$ cat src/hdl/svpm_pkg.sv
// ----------------------------------------------------------------------------
// svpm_pkg
// Types and constants shared by the sleep vote power manager modules.
// ----------------------------------------------------------------------------
package svpm_pkg;

  localparam logic [1:0] KIND_HOLD  = 2'd0;
  localparam logic [1:0] KIND_UNTIL = 2'd1;
  localparam logic [1:0] KIND_FREE  = 2'd2;
  localparam logic [1:0] KIND_CHECK = 2'd3;

  localparam logic [1:0] ST_HOLD  = 2'd0;
  localparam logic [1:0] ST_FREE  = 2'd1;
  localparam logic [1:0] ST_UNTIL = 2'd2;

  localparam logic [1:0] ACT_AWAKE = 2'd0;
  localparam logic [1:0] ACT_WAKE  = 2'd1;
  localparam logic [1:0] ACT_SLEEP = 2'd2;
  localparam logic [1:0] ACT_FULL  = 2'd3;

  localparam logic [15:0] MIN_SLEEP_RESET = 16'd2000;
  localparam int          MAX_RESULTS     = 3;

  localparam logic [1:0] REG_CURRENT_MODE = 2'd0;
  localparam logic [1:0] REG_MIN_SLEEP    = 2'd1;

  typedef struct packed {
    logic [1:0]  kind;
    logic [15:0] client_tag;
    logic [30:0] duration_ms;
    logic [47:0] now_ms;
  } req_t;

  typedef struct packed {
    logic [1:0]         action;
    logic signed [31:0] sleep_ms;
    logic [1:0]         next_mode;
    logic               last;
  } rsp_t;

  // controller to datapath
  typedef struct packed {
    logic load;      // capture request
    logic lookup;    // tag search step
    logic alloc;     // apply allocation / vote write
    logic scan_ent;  // process one table entry
    logic scan_mode; // check one mode stamp for wake
    logic stamp;     // write own stamp
    logic near_step; // nearest-mode search step
    logic emit_wake; // push wake result
    logic emit_fin;  // push final result
  } cmd_t;

  // datapath to controller
  typedef struct packed {
    logic ent_done;
    logic mode_done;
    logic near_done;
    logic full;
    logic is_hold;
    logic is_check;
    logic awake;
    logic wake_hit;
    logic out_busy;
  } sts_t;

endpackage

$ cat src/hdl/sleep_vote_power_manager_top.sv
// ----------------------------------------------------------------------------
// sleep_vote_power_manager_top
// Power manager collecting client sleep votes and issuing sleep/wake results.
//
//   channel | signals                           | direction
//   request | in_valid in_ready in_data         | in
//   result  | out_valid out_ready out_data      | out
//   config  | psel penable pwrite paddr pwdata prdata pready | in/out
//
// A hold request passes through tag search, write and idle.
// A vote that ends in sleep passes through search,
// write, entry scan, mode scan, stamp, nearest-mode search, result, idle;
// a check request skips the write, an awake result skips stamp and search.
// Reset clears the table valid bits and the mode stamps at once.
// A held result stalls the sequencer until it is taken.
// ----------------------------------------------------------------------------
module sleep_vote_power_manager_top #(
  parameter int TABLE_ENTRIES = 16,
  parameter int NUM_MODES     = 4
) (
  input  logic            clk,
  input  logic            rst,
  input  logic            in_valid,
  output logic            in_ready,
  input  svpm_pkg::req_t  in_data,
  output logic            out_valid,
  input  logic            out_ready,
  output svpm_pkg::rsp_t  out_data,
  input  logic            psel,
  input  logic            penable,
  input  logic            pwrite,
  input  logic [2:0]      paddr,
  input  logic [31:0]     pwdata,
  output logic [31:0]     prdata,
  output logic            pready
);

  logic [1:0]  current_mode;
  logic [15:0] min_sleep_ms;
  logic [1:0]  reg_idx;
  svpm_pkg::cmd_t cmd;
  svpm_pkg::sts_t sts;

  assign pready = 1'b1;

  // register index from the word address
  assign reg_idx = {1'b0, paddr[2]};

  // register writes
  always_ff @(posedge clk) begin
    if (rst) begin
      current_mode <= '0;
      min_sleep_ms <= svpm_pkg::MIN_SLEEP_RESET;
    end else if (psel && penable && pwrite) begin
      if (reg_idx == svpm_pkg::REG_CURRENT_MODE) current_mode <= pwdata[1:0];
      else if (reg_idx == svpm_pkg::REG_MIN_SLEEP) min_sleep_ms <= pwdata[15:0];
    end
  end

  // register reads
  always_comb begin
    if (reg_idx == svpm_pkg::REG_CURRENT_MODE) prdata = {30'd0, current_mode};
    else if (reg_idx == svpm_pkg::REG_MIN_SLEEP) prdata = {16'd0, min_sleep_ms};
    else prdata = '0;
  end

  svpm_ctrl u_ctrl (
    .clk(clk), .rst(rst), .in_fire(in_valid && in_ready),
    .sts(sts), .in_ready(in_ready), .cmd(cmd)
  );

  svpm_dp #(.TABLE_ENTRIES(TABLE_ENTRIES), .NUM_MODES(NUM_MODES)) u_dp (
    .clk(clk), .rst(rst), .cmd(cmd), .req(in_data),
    .current_mode(current_mode), .min_sleep_ms(min_sleep_ms),
    .sts(sts), .rsp_valid(out_valid), .rsp_ready(out_ready), .rsp(out_data)
  );

endmodule

$ cat src/hdl/svpm_ctrl.sv
// ----------------------------------------------------------------------------
// svpm_ctrl
// Sequencer: lookup, write, table scan, mode scan, stamp, nearest-mode search and result.
// ----------------------------------------------------------------------------
module svpm_ctrl (
  input  logic            clk,
  input  logic            rst,
  input  logic            in_fire,
  input  svpm_pkg::sts_t  sts,
  output logic            in_ready,
  output svpm_pkg::cmd_t  cmd
);

  typedef enum logic [7:0] {
    S_IDLE  = 8'b0000_0001,
    S_LOOK  = 8'b0000_0010,
    S_ALLOC = 8'b0000_0100,
    S_SCAN  = 8'b0000_1000,
    S_MODE  = 8'b0001_0000,
    S_STAMP = 8'b0010_0000,
    S_NEAR  = 8'b0100_0000,
    S_FIN   = 8'b1000_0000
  } state_t;

  state_t state, state_next;

  // next state and commands
  always_comb begin
    state_next = state;
    cmd = '0;
    in_ready = 1'b0;
    unique case (state)
      S_IDLE: begin
        in_ready = 1'b1;
        if (in_fire) begin
          cmd.load = 1'b1;
          state_next = S_LOOK;
        end
      end
      S_LOOK: begin
        cmd.lookup = 1'b1;
        if (sts.ent_done) state_next = sts.is_check ? S_SCAN : S_ALLOC;
      end
      S_ALLOC: begin
        if (sts.full) begin
          if (!sts.out_busy) begin
            cmd.emit_fin = 1'b1;
            state_next = S_IDLE;
          end
        end else begin
          cmd.alloc = 1'b1;
          state_next = sts.is_hold ? S_IDLE : S_SCAN;
        end
      end
      S_SCAN: begin
        cmd.scan_ent = 1'b1;
        if (sts.ent_done) state_next = S_MODE;
      end
      S_MODE: begin
        if (sts.mode_done) state_next = sts.awake ? S_FIN : S_STAMP;
        else if (!(sts.wake_hit && sts.out_busy)) begin
          cmd.scan_mode = 1'b1;
          cmd.emit_wake = sts.wake_hit;
        end
      end
      S_STAMP: begin
        cmd.stamp = 1'b1;
        state_next = S_NEAR;
      end
      S_NEAR: begin
        cmd.near_step = 1'b1;
        if (sts.near_done) state_next = S_FIN;
      end
      S_FIN: begin
        if (!sts.out_busy) begin
          cmd.emit_fin = 1'b1;
          state_next = S_IDLE;
        end
      end
      default: state_next = S_IDLE;
    endcase
  end

  // state register
  always_ff @(posedge clk) begin
    if (rst) state <= S_IDLE;
    else state <= state_next;
  end

  a_ready_idle: assert property (@(posedge clk) disable iff (rst)
    in_ready |-> state == S_IDLE) else $error("ready outside idle");
  a_one_emit: assert property (@(posedge clk) disable iff (rst)
    !(cmd.emit_wake && cmd.emit_fin)) else $error("double emit");
  a_emit_free: assert property (@(posedge clk) disable iff (rst)
    (cmd.emit_wake || cmd.emit_fin) |-> !sts.out_busy) else $error("emit into full output");

endmodule

$ cat src/hdl/svpm_dp.sv
// ----------------------------------------------------------------------------
// svpm_dp
// Vote table, mode stamps, scan accumulators and result register.
// ----------------------------------------------------------------------------
module svpm_dp #(
  parameter int TABLE_ENTRIES = 16,
  parameter int NUM_MODES     = 4
) (
  input  logic            clk,
  input  logic            rst,
  input  svpm_pkg::cmd_t  cmd,
  input  svpm_pkg::req_t  req,
  input  logic [1:0]      current_mode,
  input  logic [15:0]     min_sleep_ms,
  output svpm_pkg::sts_t  sts,
  output logic            rsp_valid,
  input  logic            rsp_ready,
  output svpm_pkg::rsp_t  rsp
);

  localparam int EW = (TABLE_ENTRIES > 1) ? $clog2(TABLE_ENTRIES) : 1;
  localparam int MW = $clog2(NUM_MODES);
  localparam int CW = $clog2(TABLE_ENTRIES + 1);
  localparam int MCW = $clog2(NUM_MODES + 1);

  logic [TABLE_ENTRIES-1:0] ent_valid;
  logic [15:0] ent_tag      [TABLE_ENTRIES];
  logic [1:0]  ent_status   [TABLE_ENTRIES];
  logic [47:0] ent_deadline [TABLE_ENTRIES];
  logic [47:0] stamp        [NUM_MODES];

  svpm_pkg::req_t r;
  logic [CW-1:0]  ecnt;
  logic [MCW-1:0] mcnt;
  logic [EW-1:0]  eidx;
  logic [MW-1:0]  midx;
  logic [MW-1:0]  cur;
  logic [MW-1:0]  near;
  logic           found, free_found;
  logic [EW-1:0]  slot, free_slot;
  logic           awake;
  logic           grant_none;
  logic [30:0]    grant;
  logic [1:0]     nres;

  assign eidx = ecnt[EW-1:0];
  assign midx = mcnt[MW-1:0];

  // effective mode, clamped to the highest mode
  always_comb begin
    if ({30'd0, current_mode} >= 32'(NUM_MODES)) cur = MW'(NUM_MODES - 1);
    else cur = MW'(current_mode);
  end

  // per-entry remaining time
  logic signed [48:0] dl;
  assign dl = $signed({1'b0, ent_deadline[eidx]}) - $signed({1'b0, r.now_ms});

  // due flags of the later modes
  logic [NUM_MODES-1:0] due_mask;
  always_comb begin
    for (int m = 0; m < NUM_MODES; m++)
      due_mask[m] = (MW'(m) > cur) && (stamp[m] != '0) && (stamp[m] < r.now_ms);
  end

  // wake check on the mode under the counter
  logic mode_due;
  assign mode_due = due_mask[midx];

  // another due mode follows the one under the counter
  logic later_due;
  always_comb begin
    later_due = 1'b0;
    for (int m = 0; m < NUM_MODES; m++)
      if (MW'(m) > midx && due_mask[m]) later_due = 1'b1;
  end

  logic [47:0] grant48;
  assign grant48 = grant_none ? '1 : {17'd0, grant};

  assign sts.ent_done  = (ecnt == CW'(TABLE_ENTRIES - 1));
  assign sts.mode_done = (mcnt == MCW'(NUM_MODES));
  assign sts.near_done = (mcnt == MCW'(NUM_MODES - 1));
  assign sts.full      = !found && !free_found && (r.kind != svpm_pkg::KIND_CHECK);
  assign sts.is_hold   = (r.kind == svpm_pkg::KIND_HOLD);
  assign sts.is_check  = (r.kind == svpm_pkg::KIND_CHECK);
  assign sts.awake     = awake || (nres != 2'd0);
  assign sts.wake_hit  = mode_due;
  assign sts.out_busy  = rsp_valid && !rsp_ready;

  logic [EW-1:0] vslot;
  assign vslot = found ? slot : free_slot;

  // final result value
  logic signed [48:0] nd;
  logic [31:0] near_ms;
  assign nd = $signed({1'b0, stamp[near]}) - $signed({1'b0, r.now_ms});
  always_comb begin
    if (nd < 0) near_ms = 32'd0;
    else if (nd > 49'sd2147483647) near_ms = 32'h7fff_ffff;
    else near_ms = nd[31:0];
  end

  // table, stamps and scan state
  always_ff @(posedge clk) begin
    if (rst) begin
      ent_valid <= '0;
      for (int m = 0; m < NUM_MODES; m++) stamp[m] <= '0;
      ecnt <= '0;
      mcnt <= '0;
      rsp_valid <= 1'b0;
      found <= 1'b0;
      free_found <= 1'b0;
      awake <= 1'b0;
      grant_none <= 1'b1;
      grant <= '0;
      nres <= '0;
    end else begin
      if (rsp_valid && rsp_ready) rsp_valid <= 1'b0;
      if (cmd.load) begin
        r <= req;
        ecnt <= '0;
        found <= 1'b0;
        free_found <= 1'b0;
        awake <= 1'b0;
        grant_none <= 1'b1;
        grant <= '0;
        nres <= '0;
      end
      if (cmd.lookup) begin
        if (ent_valid[eidx] && ent_tag[eidx] == r.client_tag && !found) begin
          found <= 1'b1;
          slot <= eidx;
        end
        if (!ent_valid[eidx] && !free_found) begin
          free_found <= 1'b1;
          free_slot <= eidx;
        end
        ecnt <= sts.ent_done ? '0 : ecnt + 1'b1;
      end
      if (cmd.alloc) begin
        ent_valid[vslot] <= 1'b1;
        ent_tag[vslot] <= r.client_tag;
        unique case (r.kind)
          svpm_pkg::KIND_HOLD: begin
            ent_deadline[vslot] <= r.now_ms + {17'd0, r.duration_ms};
            ent_status[vslot] <= svpm_pkg::ST_HOLD;
          end
          svpm_pkg::KIND_UNTIL: begin
            ent_deadline[vslot] <= r.now_ms + {17'd0, r.duration_ms};
            ent_status[vslot] <= svpm_pkg::ST_UNTIL;
          end
          default: begin
            if (!found) ent_deadline[vslot] <= '0;
            ent_status[vslot] <= svpm_pkg::ST_FREE;
          end
        endcase
        ecnt <= '0;
      end
      if (cmd.scan_ent) begin
        if (ent_valid[eidx]) begin
          if (ent_status[eidx] == svpm_pkg::ST_HOLD) begin
            if (dl > 0) awake <= 1'b1;
            else ent_status[eidx] <= svpm_pkg::ST_FREE;
          end else if (ent_status[eidx] == svpm_pkg::ST_UNTIL) begin
            if (dl < $signed({33'd0, min_sleep_ms})) begin
              ent_status[eidx] <= svpm_pkg::ST_HOLD;
              awake <= 1'b1;
            end else if (dl > 49'sd2147483647) begin
              if (grant_none) grant <= 31'h7fff_ffff;
              grant_none <= 1'b0;
            end else begin
              if (grant_none || dl[30:0] < grant) grant <= dl[30:0];
              grant_none <= 1'b0;
            end
          end
        end
        ecnt <= sts.ent_done ? '0 : ecnt + 1'b1;
        mcnt <= '0;
      end
      if (cmd.scan_mode) mcnt <= mcnt + 1'b1;
      if (cmd.emit_wake) begin
        if (nres != 2'(svpm_pkg::MAX_RESULTS)) begin
          rsp_valid <= 1'b1;
          rsp.action <= svpm_pkg::ACT_WAKE;
          rsp.sleep_ms <= '0;
          rsp.next_mode <= 2'(midx);
          // final wake result when no later mode is due or the cap is reached
          rsp.last <= !later_due || (nres == 2'(svpm_pkg::MAX_RESULTS - 1));
          nres <= nres + 1'b1;
        end
      end
      if (cmd.stamp) begin
        stamp[cur] <= r.now_ms + grant48;
        near <= cur;
        mcnt <= '0;
      end
      if (cmd.near_step) begin
        if (stamp[midx] != '0 && stamp[midx] < stamp[near]) near <= midx;
        mcnt <= mcnt + 1'b1;
      end
      // wake results already carried the last flag, nothing more to send
      if (cmd.emit_fin && nres == 2'd0) begin
        rsp_valid <= 1'b1;
        rsp.last <= 1'b1;
        if (sts.full) begin
          rsp.action <= svpm_pkg::ACT_FULL;
          rsp.sleep_ms <= '0;
          rsp.next_mode <= 2'(cur);
        end else if (awake) begin
          rsp.action <= svpm_pkg::ACT_AWAKE;
          rsp.sleep_ms <= '0;
          rsp.next_mode <= 2'(cur);
        end else begin
          rsp.action <= svpm_pkg::ACT_SLEEP;
          rsp.next_mode <= 2'(near);
          if (near == cur) rsp.sleep_ms <= grant_none ? -32'sd1 : {1'b0, grant};
          else rsp.sleep_ms <= near_ms;
        end
      end
    end
  end

  a_nres: assert property (@(posedge clk) disable iff (rst)
    nres <= 2'(svpm_pkg::MAX_RESULTS)) else $error("too many results");
  a_grant: assert property (@(posedge clk) disable iff (rst)
    grant_none |-> grant == '0) else $error("grant without vote");
  a_hold: assert property (@(posedge clk) disable iff (rst)
    (rsp_valid && !rsp_ready) |=> $stable(rsp)) else $error("result changed");

endmodule
$ cat config.mk
export PLATFORM = sky130hd
export DESIGN_NAME = sleep_vote_power_manager_top
export DESIGN_NICKNAME = d
export VERILOG_FILES = /design/src/hdl/svpm_pkg.sv /design/src/hdl/sleep_vote_power_manager_top.sv /design/src/hdl/svpm_ctrl.sv /design/src/hdl/svpm_dp.sv
export SDC_FILE = /design/constraint.sdc
export NUM_CORES = 2
export LEC_CHECK = 0
export BUFFER_PORTS_ARGS = -buffer_cell sky130_fd_sc_hd__buf_2
export CAP_MARGIN = 20
export CORE_MARGIN = 1.5
export CORE_UTILIZATION = 30
export DETAILED_ROUTE_END_ITERATION = 10
export GPL_TIMING_DRIVEN = 0
export SLEW_MARGIN = 10
export SYNTH_ARGS = -nofsm -noshare
export SYNTH_HDL_FRONTEND = slang
export SYNTH_SLANG_ARGS = --single-unit
$ cat constraint.sdc
create_clock -name clk -period 8.69 [get_ports clk]
set_input_delay 0.869 -clock clk [delete_from_list [all_inputs] [get_ports clk]]
set_output_delay 0.869 -clock clk [all_outputs]
set_load 0.05 [all_outputs]
# == Word level (Yosys, flattened, before mapping) ==
# Memory sizes are Yosys's and may differ from the RTL's. A register that Yosys moved wholly into a read port is not among the register bits.
# Index checks and enable logic that the tools add are counted.
# classes
addsub,7
n_lt_le_gt_ge,23
n_eq_ne,24
n_mux,157
bitwise,8
reduce_logical,58
# ops
op,n
$mux 31,9
$lt 48x48->1,5
$reduce_bool 48->1,5
$mux 48,4
$mux 32,4
$mux 37,3
$gt 49x32->1 const B,2
$sub 48x48->49,2
$mux 1,87
$mux 36,2
$mux 8,8
$pmux 8 s8,1
$gt 49x1->1 const B,1
$lt 49x1->1 const B,1
$lt 49x17->1,1
$add 48x31->48,1
$add 48x48->48,1
$reduce_or 48->1,1
$mux 4,10
$mux 16,2
$lt 31x31->1,1
$mux 2,14
$logic_and 1x1->1,26
$mux 5,5
42 further kinds,81
# word_totals
reg_bits,232
ram_bits,1248
input_bits,139
out_inout_bits,72
elab_cells,305
memories,4
# memory_table
memory,depth,word_bits,read_ports,rd_ports_with_merged_regs,wr,line_no,source
u_dp.ent_deadline,16,48,1,1,1,svpm_dp.sv:29,logic [47:0] ent_deadline [TABLE_ENTRIES];
u_dp.ent_tag,16,16,1,1,1,svpm_dp.sv:27,logic [15:0] ent_tag [TABLE_ENTRIES];
u_dp.stamp,4,48,6,2,4,svpm_dp.sv:30,logic [47:0] stamp [NUM_MODES];
u_dp.ent_status,16,2,1,1,1,svpm_dp.sv:28,logic [1:0] ent_status [TABLE_ENTRIES];

# == Longest topological paths before layout ==
# An unclocked memory read counts as a cell.
# logic_depth
ltp_word,15
ltp_mapped,29
mapped_depth_nobuf,25

# == Hierarchy ==
# From an unflattened synthesis, not the netlist that was laid out.
# unflattened
hier_cells,5472
area_unflattened_um2,75937.8
# modules_own_cells
mod,n_inst,cells_per_inst,area_per_inst_um2,seq_area_each_um2
svpm_dp,1,5284,74300.0,43041.3
sleep_vote_power_manager_top,1,114,1043.5,360.3
svpm_ctrl,1,74,594.3,160.2

# == Least setup slack after synthesis ==
# OpenSTA, ideal clock, no wires.
# synth_path
path_type,reg-to-reg
startpoint,register with a tool-made name
endpoint,memory u_dp.ent_status[0][0] (data pin)
setup_time_ns,0.330
arrival_time_ns,7.833
t_required_ns,8.360
slack_ns,0.527
stages_incl_launch_ff,22
path_buffers,6
period_less_slack_ns,8.163
cell_sequence,dfxtp_1 buf_1 clkbuf_1 clkbuf_1 clkbuf_1 buf_1 mux4_2 mux4_2 ha_1 a21o_1 or3_1 o21ai_2 o21ai_1 buf_4 a2111oi_2 o21a_1 o211ai_1 or4b_4 nor4_4 or4b_1 o2bb2a_1 o21ai_0
# synth_lines
item,line_no
to (decl),svpm_dp.sv:28

==> metrics <==
DRC violation count after routing=0; clock tree from TritonCTS=done; combinational family with the most area after synthesis=multiplexers; CTS Root Buffer Type=clkbuf_16; Final Skew=between 0.07 and 0.08 ns; sequential group share of total power=between 40 and 50%; startpoint class of the critical path=flip-flop; Tmin final=~8.4 ns; warnings from Yosys=0; sequential-to-total area share from yosys stat=between 50 and 60%; sw frac=between 20% and 30%; number of setup violations in the final report=0; I/O pin count=about 210; share of flip-flops with an asynchronous set or reset=0%; logic depth of the worst register-to-register path=21; WL met2=117000 um; kind of end point of the critical path=flip-flop; EDFF count, synth=1392; primary flip-flop cell chosen by synthesis mapping=edfxtp_1; synthesized-area fraction occupied by adder cells=~7%; Global Route Usage Sum=18.8%; hold path startpoint=in_data[27]; wire length the detailed router placed on met1=slightly below 100000 um; net switching power=about 4.4 mW; level count of the clock H-tree=4; Design Power=16.7 mW; number of sinks handled by clock tree synthesis=1488; cell internal pwr=between 10 and 15 mW; global-route wire length before repair=342000 um; RSZ-0062 raised after global routing=false; vias in the first global route=48400; capture instance of the worst register-to-register path=u_dp.ent_status[5][1]; vertical extent of the die=502 um; library cell with the largest summed area after synthesis=edfxtp_1; Max Clock Freq=119 MHz; Final Routed Wirelength=243000 um; kind of path behind the tightest hold check=primary input to flip-flop; final core utilization=34.9%; pin count of the biggest net entering global routing=49; Reg clk slew, reported paths=0.06 ns; xor/xnor share of the synthesized area=2.00%; class of the most critical setup path=flip-flop to flip-flop; gate count of the mapped netlist=5247; synthesized-area fraction occupied by ao, oa, aoi and oai cells=8.88%; fraction of power consumed by the clock network=between 30% and 40%; number of DRC markers after the initial detailed-route iteration=4731; routability congestion estimate=about 0.94; standby leakage power=29.9 nW; overall die area=around 250000 um^2; Synth top cells by count=1392 x edfxtp_1, 448 x nor2_1, 431 x mux4_2; headroom to the max-slew limit=between 15 and 20%; layout overhead on the synthesized area=16.0%; drt first pass iters=6; Peak VDD IR=166 uV; highest metal layer used by the detailed router=met5; power per cell area=193 nW/um^2; number of hold buffers added after cts=0; share of power burned in combinational logic=11.8%; actual transition at the worst max-transition pin=1.22 ns; Worst Path Max Fanout=10; die boundary width=502 um; share of cells above drive strength 1=19.1%; number of vias in the routed layout=just under 50000; row count=about 180; simple-gate share of the synthesized area=7.81%; GRT overflow=0; Met3 Wirelength=15300 um; number of buffers on the longest clock path=3; dominant cell by count in the synthesized netlist=edfxtp_1; Worst-Skew Late Latency=0.86 ns; multiplexer area fraction after synthesis=between 10% and 20%; total CTS buffers=154; cell types occupying the most area after synthesis=edfxtp_1 56%, mux4_2 13%, ha_1 6.9%, dfxtp_1 2.6%, nor2_1 2.2%; final-report hold violation count=0; number of antenna violations at the first check in global routing=23; Final Max Slew Viols=0; post-synthesis average cell area=14.3 um^2; final cycle utilization of the critical path=96.8%; number of buffers inserted by port buffering=173; layout net count=6233; outcome=complete, no violations; post-route ant nets=0; data arrival at the endpoint of the critical path=8.87 ns; max-cap violation count=0; share of Yosys cell area claimed by the top area cell type=55.9%; wire length per cell after detailed routing=26.5 um; count of buffers added by post-CTS timing repair for setup=0; HPWL after DPL=184000 um; post-synthesis sequential element count=1488; post-detailed-placement cell area=81400 um^2; Netlist Area Pre-Place=74800 um^2; worst path required time=9.15 ns; Hold Crit Depth=1; Core Area=248000 um^2; effective utilization at floorplan=30.1%; worst setup slack for register-to-register paths=0.28 ns; number of vias per cell=roughly 5.4; Worst Hold Path EP=u_dp.r[27]; count of unique library cells instantiated by Yosys=96; area of all placed cells without fillers=a little under 90000 um^2
## metal layers
metal,global-route usage (%),vias up
met2,31.4,1947
met5,0,-
met4,9.95,14
li1,-,21533
met1,23.7,25194
met3,2.76,423
## timing repair
item | 4_1_cts | 5_1_grt
endpoints found under the setup margin | 97 | 77
pin swaps | 0 | 0
resized for setup | 104 | 27
cloned | 0 | 0
endpoints found under the hold margin | 0 | 0
## worst max-delay path, stage by stage, from the launching register on
cell and delay [ns]:
dfxtp_1 0.50, clkbuf_4 0.33, buf_2 0.32, buf_4 0.33, clkbuf_2 0.35, clkbuf_2 0.47
mux4_2 0.42, mux4_2 0.58, ha_1 0.30, buf_2 0.17, a21oi_1 0.22, nand2_1 0.16
a2111oi_4 0.53, o21ai_1 0.15, a2111oi_2 0.30, a211oi_1 0.12, nor4_1 0.35, or4b_4 0.53
nor4_4 0.35, or4b_1 0.60, o31a_1 0.47, o32ai_1 0.47
## power groups by stage
stage	Clock (mW)	Combinational (mW)	Sequential [mW]
2_1_floorplan	0	1.28	8.27
3_3_place_gp	0	1.86	8.35
3_5_place_dp	0	1.92	8.34
4_1_cts	6.66	1.94	8.18
5_1_grt	6.92	2.14	8.19
6_report	6.56	1.96	8.19
## layout make-up
type	count	area (um^2)
multi-input combinational	3297	29600
timing repair buffer	259	2220
clock buffer	191	4030
sequential	1488	43700
clock inverter	93	950
antenna	13	32.5
fill	23848	161000
buffer	233	1120
inverter	242	908
tap	3330	4170
## flip-flops by register name (all words and copies together), names as in the netlist, 5 cells and up, named ones only
register           count
u_dp.ent_valid        16
u_dp.ent_tag         256
min_sleep_ms          16
u_dp.ent_deadline    768
u_dp.grant            31
u_dp.rsp              37
u_ctrl.state           8
u_dp.ent_status       32
u_dp.stamp           192
u_dp.r                97
u_dp.ecnt              5
## worst max-delay path by stage
| stage | startpoint | end | cells after the start |
|---|---|---|---|
| finish | flip-flop | u_dp.ent_status[5][1] | 21 |
| global route | flip-flop | u_dp.grant[21] | 28 |
| CTS | flip-flop | u_dp.ent_status[5][1] | 22 |
| detailed placement | flip-flop | u_dp.grant[21] | 28 |
| global placement | u_dp.r[1] | u_dp.rsp[17] | 12 |
| floorplan | flip-flop | u_dp.ent_status[0][0] | 21 |
## cells by family after synthesis
family | after synthesis
DFF | 1488
and+or+nand+nor | 1213
AOI/OAI and AO/OA | 1026
buffers and inverters | 477
muxes | 451
adders and majority gates | 419
xor gates and xnor gates | 171
other | 2
## cell usage in the layout, fill, tap and decap left out, drive strengths merged, types with 16 or more instances in the layout
cell,count
nand4,82
or2,18
nor3,51
o31ai,16
and2,23
o21bai,25
nand2b,45
edfxtp,1392
nor2,448
a21oi,307
a31oi,32
conb,17
or3,36
clkinv,72
o22ai,39
and3,18
buf,326
o211ai,28
mux4,431
clkbuf,354
a211oi,26
o21a,24
o21ai,205
a21o,178
nor2b,36
inv,249
nand3,61
dfxtp,96
nor4,74
xnor2,106
nand2,259
xor2,65
ha,415
## per-stage QoR
step | hold slack, ns | setup WS, ns | TNS (ns) | cells
floorplan | 0.421 | 0.527 | 0 | 5262
global placement | 0.427 | -3.42 | -536.00 | 8765
detailed placement | 0.439 | -2.56 | -183.60 | 8843
CTS | 0.149 | 0.0476 | 0 | 9126
global route | 0.169 | 0.00308 | 0 | 9140
finish | 0.200 | 0.279 | 0 | 9146
No activity file was read; power rests on OpenSTA's default activity.
